`src/design/kped_pkg.sv`:
```
`default_nettype none
package kped_pkg;

  localparam int CntW  = 16;
  localparam int OffW  = 8;
  localparam int KeyW  = 3;
  localparam int CodeW = 8;
  localparam int CfgAddrW = 3;
  localparam int CfgDataW = 16;

  localparam logic [CfgAddrW-1:0] CFG_LONG_PRESS_TICKS  = 3'd0;
  localparam logic [CfgAddrW-1:0] CFG_REPEAT_TICKS      = 3'd1;
  localparam logic [CfgAddrW-1:0] CFG_FIRST_LONG_OFFSET = 3'd2;
  localparam logic [CfgAddrW-1:0] CFG_REPEAT_OFFSET     = 3'd3;
  localparam logic [CfgAddrW-1:0] CFG_RELEASE_OFFSET    = 3'd4;

  localparam logic [CntW-1:0] LONG_PRESS_TICKS_RST  = 16'd200;
  localparam logic [CntW-1:0] REPEAT_TICKS_RST      = 16'd30;
  localparam logic [OffW-1:0] FIRST_LONG_OFFSET_RST = 8'd16;
  localparam logic [OffW-1:0] REPEAT_OFFSET_RST     = 8'd32;
  localparam logic [OffW-1:0] RELEASE_OFFSET_RST    = 8'd48;

  localparam logic [1:0] PH_IDLE  = 2'd0;
  localparam logic [1:0] PH_SHORT = 2'd1;
  localparam logic [1:0] PH_LONG  = 2'd2;

  typedef struct packed {
    logic [CntW-1:0] long_press_ticks;
    logic [CntW-1:0] repeat_ticks;
    logic [OffW-1:0] first_long_offset;
    logic [OffW-1:0] repeat_offset;
    logic [OffW-1:0] release_offset;
  } cfg_t;

  function automatic logic [CntW-1:0] sat_inc(input logic [CntW-1:0] c);
    sat_inc = (c == {CntW{1'b1}}) ? c : c + 1'b1;
  endfunction

endpackage
`default_nettype wire

```
`src/design/key_press_event_detector.sv`:
```
// Channel  | Direction | Payload bits (lowest first)
// ---------+-----------+---------------------------------------------------
// in_      | slave     | up_level, down_level, confirm_level, zero padding
// out_     | master    | key_code
// cfg_     | write     | register index, data up to 16 bits
//
// Each scan tick passes through the input register and then through the
// state update that loads the result register.
// One tick is taken in every cycle while results are drained.
// Reset is synchronous and restores the state and config registers to defaults.
// A stalled result holds the state update; the input register then holds
// one further tick before in_tready falls.
`default_nettype none
module key_press_event_detector (
  input  wire                            clk,
  input  wire                            rst_n,
  input  wire                            in_tvalid,
  output logic                           in_tready,
  input  wire  [7:0]                     in_tdata,   // up_level, down_level, confirm_level
  output logic                           out_tvalid,
  input  wire                            out_tready,
  output logic [7:0]                     out_tdata,  // key_code
  input  wire                            cfg_we,
  input  wire  [kped_pkg::CfgAddrW-1:0]  cfg_addr,
  input  wire  [kped_pkg::CfgDataW-1:0]  cfg_wdata
);
  import kped_pkg::*;

  cfg_t            cfg;
  logic            key_valid;
  logic [KeyW-1:0] key;
  logic            fire;

  kped_cfg u_cfg (
    .clk       (clk),
    .rst_n     (rst_n),
    .cfg_we    (cfg_we),
    .cfg_addr  (cfg_addr),
    .cfg_wdata (cfg_wdata),
    .cfg       (cfg)
  );

  kped_in u_in (
    .clk       (clk),
    .rst_n     (rst_n),
    .in_tvalid (in_tvalid),
    .in_tready (in_tready),
    .in_tdata  (in_tdata),
    .fire      (fire),
    .key_valid (key_valid),
    .key       (key)
  );

  kped_fsm u_fsm (
    .clk        (clk),
    .rst_n      (rst_n),
    .cfg        (cfg),
    .key_valid  (key_valid),
    .key        (key),
    .fire       (fire),
    .out_tvalid (out_tvalid),
    .out_tready (out_tready),
    .out_tdata  (out_tdata)
  );

endmodule
`default_nettype wire

```
`src/design/kped_cfg.sv`:
```
`default_nettype none
module kped_cfg (
  input  wire                            clk,
  input  wire                            rst_n,
  input  wire                            cfg_we,
  input  wire  [kped_pkg::CfgAddrW-1:0]  cfg_addr,
  input  wire  [kped_pkg::CfgDataW-1:0]  cfg_wdata,
  output kped_pkg::cfg_t                 cfg
);
  import kped_pkg::*;

  cfg_t cfg_r;

  always_ff @(posedge clk) begin
    if (!rst_n) begin
      cfg_r.long_press_ticks  <= LONG_PRESS_TICKS_RST;
      cfg_r.repeat_ticks      <= REPEAT_TICKS_RST;
      cfg_r.first_long_offset <= FIRST_LONG_OFFSET_RST;
      cfg_r.repeat_offset     <= REPEAT_OFFSET_RST;
      cfg_r.release_offset    <= RELEASE_OFFSET_RST;
    end else if (cfg_we) begin
      case (cfg_addr)
        CFG_LONG_PRESS_TICKS:  cfg_r.long_press_ticks  <= cfg_wdata[CntW-1:0];
        CFG_REPEAT_TICKS:      cfg_r.repeat_ticks      <= cfg_wdata[CntW-1:0];
        CFG_FIRST_LONG_OFFSET: cfg_r.first_long_offset <= cfg_wdata[OffW-1:0];
        CFG_REPEAT_OFFSET:     cfg_r.repeat_offset     <= cfg_wdata[OffW-1:0];
        CFG_RELEASE_OFFSET:    cfg_r.release_offset    <= cfg_wdata[OffW-1:0];
        default: ;
      endcase
    end
  end

  assign cfg = cfg_r;

endmodule
`default_nettype wire

```
`src/design/kped_in.sv`:
```
`default_nettype none
module kped_in (
  input  wire                        clk,
  input  wire                        rst_n,
  input  wire                        in_tvalid,
  output logic                       in_tready,
  input  wire  [7:0]                 in_tdata,
  input  wire                        fire,
  output logic                       key_valid,
  output logic [kped_pkg::KeyW-1:0]  key
);
  import kped_pkg::*;

  logic            in_v_r;
  logic [KeyW-1:0] key_r;

  // The pins are turned into the active-high key value on the way in.
  always_ff @(posedge clk) begin
    if (!rst_n) begin
      in_v_r <= 1'b0;
    end else if (in_tready) begin
      in_v_r <= in_tvalid;
    end
  end

  always_ff @(posedge clk) begin
    if (in_tvalid && in_tready) begin
      key_r <= {in_tdata[2], ~in_tdata[1], ~in_tdata[0]};
    end
  end

  assign in_tready = !in_v_r || fire;
  assign key_valid = in_v_r;
  assign key       = key_r;

endmodule
`default_nettype wire

```
`src/design/kped_fsm.sv`:
```
`default_nettype none
module kped_fsm (
  input  wire                        clk,
  input  wire                        rst_n,
  input  kped_pkg::cfg_t             cfg,
  input  wire                        key_valid,
  input  wire  [kped_pkg::KeyW-1:0]  key,
  output logic                       fire,
  output logic                       out_tvalid,
  input  wire                        out_tready,
  output logic [7:0]                 out_tdata
);
  import kped_pkg::*;

  logic [1:0]       phase_r, phase_nxt;
  logic [KeyW-1:0]  held_r, held_nxt;
  logic [CntW-1:0]  short_r, short_nxt;
  logic [CntW-1:0]  long_r, long_nxt;
  logic             out_v_r;
  logic [CodeW-1:0] code_r;
  logic             emit;
  logic [CodeW-1:0] code;
  logic [CodeW-1:0] held_ext;

  assign fire     = key_valid && (!out_v_r || out_tready);
  assign held_ext = {{(CodeW-KeyW){1'b0}}, held_r};

  always_comb begin
    phase_nxt = phase_r;
    held_nxt  = held_r;
    long_nxt  = (phase_r == PH_LONG)  ? sat_inc(long_r)  : '0;
    short_nxt = (phase_r == PH_SHORT) ? sat_inc(short_r) : '0;
    emit      = 1'b0;
    code      = held_ext;
    case (phase_r)
      PH_IDLE: begin
        if (key != '0) begin
          phase_nxt = PH_SHORT;
          held_nxt  = key;
        end
      end
      PH_SHORT: begin
        if (key == held_r) begin
          if (short_nxt >= cfg.long_press_ticks) begin
            short_nxt = '0;
            emit      = 1'b1;
            code      = held_ext + cfg.first_long_offset;
            phase_nxt = PH_LONG;
          end
        end else begin
          emit      = 1'b1;
          code      = held_ext;
          held_nxt  = '0;
          phase_nxt = PH_IDLE;
        end
      end
      PH_LONG: begin
        if (key == held_r) begin
          if (long_nxt >= cfg.repeat_ticks) begin
            emit     = 1'b1;
            code     = held_ext + cfg.repeat_offset;
            long_nxt = '0;
          end
        end else begin
          emit      = 1'b1;
          code      = held_ext + cfg.release_offset;
          phase_nxt = PH_IDLE;
        end
      end
      default: ;
    endcase
  end

  always_ff @(posedge clk) begin
    if (!rst_n) begin
      phase_r <= PH_IDLE;
      held_r  <= '0;
      short_r <= '0;
      long_r  <= '0;
      out_v_r <= 1'b0;
    end else begin
      if (fire) begin
        phase_r <= phase_nxt;
        held_r  <= held_nxt;
        short_r <= short_nxt;
        long_r  <= long_nxt;
        out_v_r <= emit;
      end else if (out_tready) begin
        out_v_r <= 1'b0;
      end
    end
  end

  always_ff @(posedge clk) begin
    if (fire && emit) begin
      code_r <= code;
    end
  end

  assign out_tvalid = out_v_r;
  assign out_tdata  = code_r;

endmodule
`default_nettype wire

```
`config.mk`:
```
export PLATFORM = sky130hd
export DESIGN_NAME = key_press_event_detector
export DESIGN_NICKNAME = d
export VERILOG_FILES = /design/src/design/kped_pkg.sv /design/src/design/key_press_event_detector.sv /design/src/design/kped_cfg.sv /design/src/design/kped_in.sv /design/src/design/kped_fsm.sv
export SDC_FILE = /design/constraint.sdc
export NUM_CORES = 1
export LEC_CHECK = 0
export ABC_AREA = 1
export BUFFER_PORTS_ARGS = -buffer_cell sky130_fd_sc_hd__clkbuf_2
export CAP_MARGIN = 20
export CORE_MARGIN = 1
export CORE_UTILIZATION = 55
export DETAILED_ROUTE_END_ITERATION = 8
export PLACE_DENSITY = 0.79
export SLEW_MARGIN = 30
export SYNTH_ARGS = -nofsm -noshare
export SYNTH_HDL_FRONTEND = slang
export SYNTH_HIERARCHICAL = 1
export SYNTH_SLANG_ARGS = --single-unit
```
`constraint.sdc`:
```
create_clock -name clk -period 3.5 [get_ports clk]
set_input_delay 0.175 -clock clk [delete_from_list [all_inputs] [get_ports clk]]
set_output_delay 0.175 -clock clk [all_outputs]
set_load 0.02 [all_outputs]
```
==> impl_metrics.yaml, run 1 <==
clocking:
  clock_sink_count: 106
  numCtsBuffers: 9
  htree_levels: 3
  cts_buffer_depth: 2
  clockRootBuffer: "clkbuf_16"
  tritoncts: "yes"
  path_clk_slew_ns: 0.08
  clkLatencyLatePin_ns: 0.36
power:
  p_leak_nw: 3.64
  p_per_area_nw_per_um2: 339
  power_frac_comb_pct: 11.9
  p_sw_share_pct: 28.2
  seq_power_share_pct: 49.8
  p_sw_w: 0.000730
  max-vdd-ir-drop_uv: 350
  power_frac_clock_pct: 38.3
  p_int_w: 0.00186
drt:
  dr.first_iter.drc_count: 608
  ant_nets: 0
  dr_total_vias: 6569
  routed_wl_mm: 16.5
  drc_errors: 0
  via_per_inst: 5.27
  drt-pass1-iter-count: 5
  wl_per_cell_um: 13.2
critical_path:
  path_buf_inv: 2
  path_cells: "ha_1 -> nand3_1 -> nor2_1 -> nand2_2 -> inv_2 -> o21ai_0 -> inv_1 -> ha_1 -> a21oi_1 -> o21ai_0 -> a21oi_2 -> nand2_2 -> nand2_1 -> nand2_1 -> nand3_1 -> a21oi_1"
  worstSetupPathType: "reg -> reg"
  cp-start-kind: "register"
  critPathMaxStageDelay_ns: 0.39
  worstPathRequired_ns: 3.61
  path_max_fanout: 8
  cp_slowest_cell: "dfxtp_1"
  crit_path_end_kind: "register"
  cp_top_family: "simple AND/OR/NAND/NOR gates"
  cp.arrival_ns: 3.31
cells_and_area:
  final_area_um2: 7640
  drive_above_1_share_pct: 10.9
  nNetsFinal: 1155
  syn2layout_area_growth_pct: 9.37
  final_util_pct: 62.6
  antenna_cells: 0
  final_cell_mix: "nand2_1, nor2_1, inv_1"
  final_common_cell: "nand2_1"
timing:
  fin_crit_ns: 3.20
  report.final.slew_viol_count: 0
  fin_crit_sh_pct: 91.4
  fmax_mhz: 313
  skew_ns: 0.00755
  finalSetupViolCount: 0
  worst_pin_slew_ns: 0.914
  hold_viol: 0
  relSlewSlack_pct: 39.0
  setup_tns_ns: 0
flow_run:
  drv_cap: 0
synthesis:
  synth-edff-count: 11
  synth_ff_type: "dfxtp_1"
  yosysTopAreaCell: "dfxtp_1"
  synth-seq-cells: 106
  syn_nets: 1126
  yosys-top-cells-area: "dfxtp_1, nand2_1, nand3_1, ha_1, inv_1"
  yosysUniqueCellTypes: 43
  synth_top_area_share_pct: 27.2
  avgSynthCellArea_um2: 6.69
  synthesis.area_um2: 6980
  synth-seq-area-share_pct: 32.0
  synthArstFlopShare_pct: 0
  yosysWarningCount: 6
  syn_inst: 1044
global_routing:
  antenna_found_initial: 0
  grt-ovfl-total: 0
  grt_pass1_wl_mm: 27.5
  grt.total_usage_pct: 26.7
  grt_max_degree: 60
  grt_pass1_vias: 5841
placement:
  hpwl_mm: 12.3
  gp_congestion: 0.880
  portBuffers: 36
  placed_cell_area_um2: 7290
die:
  num_io_pins: 42
  die_x_um: 115
  num_rows: 40
  initial_core_util_pct: 57.2
  core_um2: 12200
  die-height_um: 115
  dieArea_um2: 13200
status:
  outcome: "completed"
min_path:
  hold_class: "in -> reg"
[registers in the layout, summed over array words and instances (netlist names)]
name,count
u_in/key_valid,1
u_fsm/short_r,16
u_fsm/out_tdata,8
u_fsm/phase_r,2
u_in/key,3
u_fsm/held_r,3
u_cfg/cfg,56
u_fsm/long_r,16
u_fsm/out_tvalid,1
[worst reg2reg max path, stage by stage (launching register included)]
cell     delay [ns]
dfxtp_1        0.39
ha_1           0.22
nand3_1        0.13
nor2_1         0.25
nand2_2        0.17
inv_2          0.16
o21ai_0        0.11
inv_1          0.11
ha_1           0.25
a21oi_1        0.14
o21ai_0        0.12
a21oi_2        0.36
nand2_2        0.21
nand2_1        0.11
nand2_1        0.05
nand3_1        0.09
a21oi_1        0.09
[metal layers]
layer | vias up | track usage (%) | wire [um] | part of all wire [%]
li1 | 3388 | - | - | -
met1 | 2968 | 36.7 | 7870 | 48
met2 | 195 | 42.6 | 7290 | 44
met3 | 18 | 4.50 | 1060 | 6.4
met4 | 0 | 8.48 | 255 | 1.5
met5 | - | 0 | 0 | 0
[per-stage QoR]
step / total power [W] / setup WS, ns / instances / hold slack [ns]
2_1_floorplan: 0.00153 / 0.719 / 1044 / 0.274
3_3_place_gp: 0.00161 / 0.271 / 1228 / 0.361
3_5_place_dp: 0.00161 / 0.167 / 1228 / 0.360
4_1_cts: 0.00260 / 0.148 / 1245 / 0.0248
5_1_grt: 0.00270 / -0.0290 / 1246 / 0.0406
6_report: 0.00259 / 0.301 / 1246 / 0.0376
[Yosys cell counts, types with 3 or more instances]
master,count
buf_2,13
nand2_2,8
nand3_2,3
a211oi_1,3
nor3_2,6
o21ai_0,25
nand2_1,256
nor2_1,136
inv_1,136
buf_6,3
edfxtp_1,11
or2_2,3
fa_1,3
buf_4,3
xor2_1,14
ha_1,47
nand4_1,12
clkbuf_1,10
dfxtp_1,95
xnor2_1,16
a21oi_1,67
nand3_1,119
nor2_2,10
a21oi_2,3
inv_2,7
nor3_1,9
[layout make-up]
cell class,instances,area [um^2]
clock buffer,9,225
clock inverter,7,60.1
fill,1176,4570
inverter,146,549
multi-input combinational,761,4070
sequential,106,2230
tap,168,210
timing repair buffer,49,293
[power groups by stage]
stage / Sequential [W] / Clock (W) / Combinational (W)
2_1_floorplan: 0.00131 / 0 / 0.000225
3_3_place_gp: 0.00131 / 0 / 0.000291
3_5_place_dp: 0.00132 / 0 / 0.000296
4_1_cts: 0.00129 / 0.00101 / 0.000298
5_1_grt: 0.00129 / 0.00106 / 0.000346
6_report: 0.00129 / 0.000991 / 0.000307
[repair_timing]
item / CTS / global route
gates resized for setup: 0 / 7
setup buffers: 0 / 1
endpoints found under the setup margin: 0 / 42
hold buffers: 1 / 0
hold endpoints to repair: 1 / 0
[path summary, 6_finish.rpt]
kind / endpoint / depth (start not counted) / slack (ns) / startpoint
worst max-delay path: u_fsm/out_tdata[5] / 16 / 0.30 / u_fsm/long_r[1]
worst min-delay path: u_cfg/cfg[26] / 3 / 0.04 / cfg_wdata[2]
worst max register to register: u_fsm/out_tdata[5] / 16 / 0.30 / u_fsm/long_r[1]
worst min register to register: u_cfg/cfg[54] / 2 / 0.48 / u_cfg/cfg[54]
[cell families (layout without fill, tap and decap cells)]
group           after synthesis  in the layout  synth area share [%]
compound gates              109            109                  8.65
xor+xnor                     30             30                  3.76
fa+ha+maj                    50             50                  9.28
buf+inv                     177            211                  10.2
flops                       106            106                  32.0
simple gates                572            572                  36.1
Power figures use the tool's default switching activity.
==> inputs of run 2 (changes only) <==
- ABC_AREA: 1 -> default
==> run 2 against run 1 <==
Net effect: the flow now finishes with violations (design-rule violations, negative setup slack); clock-buffer cell count grew 2; fmax is 12% lower; sequential share of layout area decreased by 1.1 points; clock skew rose by 0.0036 ns; worst hold slack barely moved; global-route usage up 0.099 points; cell area up 4.3%; non-clock buffer count grew 62; flip-flop and latch count unchanged; sequential power hardly changed; final cell count shrank 21%; wire length is 3.7% higher; critical path type unchanged; largest cell class unchanged; largest power group unchanged.
==> impl_metrics.yaml, run 2 <==
flow_run:
  drv_cap: 0
drt:
  wl_per_cell_um: 17.3
  routed_wl_mm: 17.1
  ant_nets: 0
  dr_total_vias: 5905
  drt-pass1-iter-count: 7
  drc_errors: 1
  via_per_inst: 5.98
  dr.first_iter.drc_count: 405
placement:
  placed_cell_area_um2: 7300
  gp_congestion: 0.903
  portBuffers: 36
  hpwl_mm: 12.3
cells_and_area:
  final_common_cell: "nand2_1"
  final_cell_mix: "nand2_1, dfxtp_1, buf_4"
  drive_above_1_share_pct: 22.6
  largest_register_ff_count: 56
  fillers: 880
  antenna_cells: 0
  syn2layout_area_growth_pct: 19.5
  nNetsFinal: 921
  final_area_um2: 7970
global_routing:
  grt_max_degree: 86
  grt_pass1_vias: 5593
  antenna_found_initial: 0
  grt.total_usage_pct: 26.8
  grt_pass1_wl_mm: 26.8
  grt-ovfl-total: 0
die:
  die-height_um: 112
  core_um2: 11600
  dieArea_um2: 12600
  initial_core_util_pct: 57.4
  num_io_pins: 42
  die_x_um: 112
  num_rows: 39
synthesis:
  synth-seq-cells: 106
  yosysTopAreaCell: "dfxtp_1"
  synth_ff_type: "dfxtp_1"
  synth-seq-area-share_pct: 33.5
  synthArstFlopShare_pct: 0
  synth_most_common_cell: "nand2_1"
  synthesis.area_um2: 6670
  yosysWarningCount: 6
  syn_inst: 748
  yosysUniqueCellTypes: 73
  synth-edff-count: 11
  synth_top_area_share_pct: 28.5
  avgSynthCellArea_um2: 8.91
  yosys-top-cells-area: "dfxtp_1, mux2i_1, ha_1, nand2_1, edfxtp_1"
  syn_nets: 830
  synth_common_cells: "nand2_1, dfxtp_1, mux2i_1"
critical_path:
  worstSetupPathType: "reg -> reg"
  crit_path_end_kind: "register"
  path_max_fanout: 7
  worstPathRequired_ns: 3.75
  cp-start-kind: "register"
  cp.arrival_ns: 3.90
min_path:
  hold_class: "in -> reg"
clocking:
  clock_sink_count: 106
  clockRootBuffer: "clkbuf_16"
  clkLatencyLatePin_ns: 0.36
  numCtsBuffers: 9
  htree_levels: 3
  tritoncts: "yes"
  path_clk_slew_ns: 0.07
  cts_buffer_depth: 2
timing:
  rsz0062_at_grt: "true"
  finalSetupViolCount: 28
  setup_tns_ns: -2.41
  report.final.slew_viol_count: 0
  fmax_mhz: 274
  fin_crit_sh_pct: 104
  skew_ns: 0.0112
  relSlewSlack_pct: 47.9
  setup_slack_ns: -0.156
  worst_pin_slew_ns: 0.781
  fin_crit_ns: 3.66
  hold_viol: 0
status:
  violations: "design-rule violations, negative setup slack"
  outcome: "complete, but fails checks"
power:
  seq_power_share_pct: 50.2
  power_frac_comb_pct: 9.7
  p_leak_nw: 3.31
  p_int_w: 0.00186
  p_per_area_nw_per_um2: 318
  p_sw_share_pct: 26.7
  p_sw_w: 0.000675
  max-vdd-ir-drop_uv: 336
  power_frac_clock_pct: 40.1
-- run 2: changes by cell type after synthesis, sizes merged, moves of 8 or more --
| cell | previous run | this run |
|---|---|---|
| a21oi | 71 | 29 |
| a22o | 0 | 21 |
| and3 | 0 | 8 |
| inv | 143 | 46 |
| mux2i | 0 | 61 |
| nand2 | 264 | 101 |
| nand3 | 123 | 22 |
| nor2 | 148 | 52 |
| nor2b | 0 | 21 |
| nor3b | 0 | 8 |
| o211ai | 0 | 9 |
| o21ai | 27 | 16 |
-- run 2: power by group through the flow --
| stage | sequential [W] | combinational (W) | clock (W) |
|---|---|---|---|
| 3_3_place_gp | 0.00130 | 0.000219 | 0 |
| 2_1_floorplan | 0.00129 | 0.000157 | 0 |
| 6_report | 0.00127 | 0.000247 | 0.00102 |
| 4_1_cts | 0.00127 | 0.000232 | 0.00103 |
| 3_5_place_dp | 0.00130 | 0.000228 | 0 |
| 5_1_grt | 0.00127 | 0.000265 | 0.00107 |
-- run 2: per-stage QoR --
step / std cells / setup slack [ns] / utilization (%) / power [W] / hold slack [ns]
after floorplan: 748 / 0.00271 / - / 0.00145 / 0.274
after global placement: 956 / 0.00295 / 62.9 / 0.00152 / 0.357
after detailed placement: 956 / -0.0850 / 62.9 / 0.00153 / 0.372
after CTS: 973 / 0.00238 / 65.6 / 0.00253 / 0.0278
after global routing: 987 / -0.343 / 68.6 / 0.00261 / 0.0478
final: 987 / -0.156 / 68.6 / 0.00253 / 0.0378
-- run 2: layout make-up --
| class | instances | area [um^2] | area share [%] |
|---|---|---|---|
| multi-input cells | 565 | 4280 | 53.7 |
| flip-flops and latches | 106 | 2240 | 28.1 |
| repair buffers | 111 | 811 | 10.2 |
| clock buffers | 11 | 243 | 3.05 |
| well taps | 143 | 179 | 2.25 |
| inverters | 46 | 173 | 2.17 |
| clock inverters | 5 | 46.3 | 0.581 |
-- run 2: routing by layer --
metal	wire length [um]	GRT usage, %
met1	7690	33.7
met2	8170	46.4
met3	966	5.67
met4	255	7.56
met5	0	0
-- run 2: worst max-delay path, stage by stage, from the launching register on --
cell and delay (ns):
dfxtp_2 0.33, and4_1 0.23, nand4_1 0.21, nor2_2 0.18
and3_4 0.20, mux2i_1 0.25, nor2_1 0.10, ha_1 0.31
nand4_1 0.16, nor3_2 0.25, or4b_4 0.55, a31oi_4 0.21
buf_12 0.16, buf_12 0.13, o31ai_2 0.07, a22o_1 0.21
-- run 2: cell families (layout without fill, tap and decap cells) --
kind of cell	after synthesis	in the layout	share of synthesized area, %
buf+inv	77	173	5.56
mux	63	63	9.50
flops	106	106	33.5
fa+ha+maj	50	50	9.72
simple gates	273	273	20.7
xor+xnor	37	37	4.86
compound gates	142	142	16.2
-- run 2: path summary, 6_finish.rpt --
path,start,end,slack (ns),cells past startpoint
worst max-delay path,u_fsm/short_r[3],u_fsm/short_r[3],-0.16,15
worst min-delay path,in_tdata[0],u_in/key[0],0.04,2
worst max register to register,u_fsm/short_r[3],u_fsm/short_r[3],-0.16,15
worst min register to register,u_cfg/cfg[31],u_cfg/cfg[31],0.46,2
-- run 2: repair_timing --
item	CTS	global route
pin swaps	4	34
hold buffers	1	0
endpoints found under the hold margin	1	0
buffers inserted	0	13
resized for setup	5	55
cloned	0	1
setup endpoints to repair	41	50
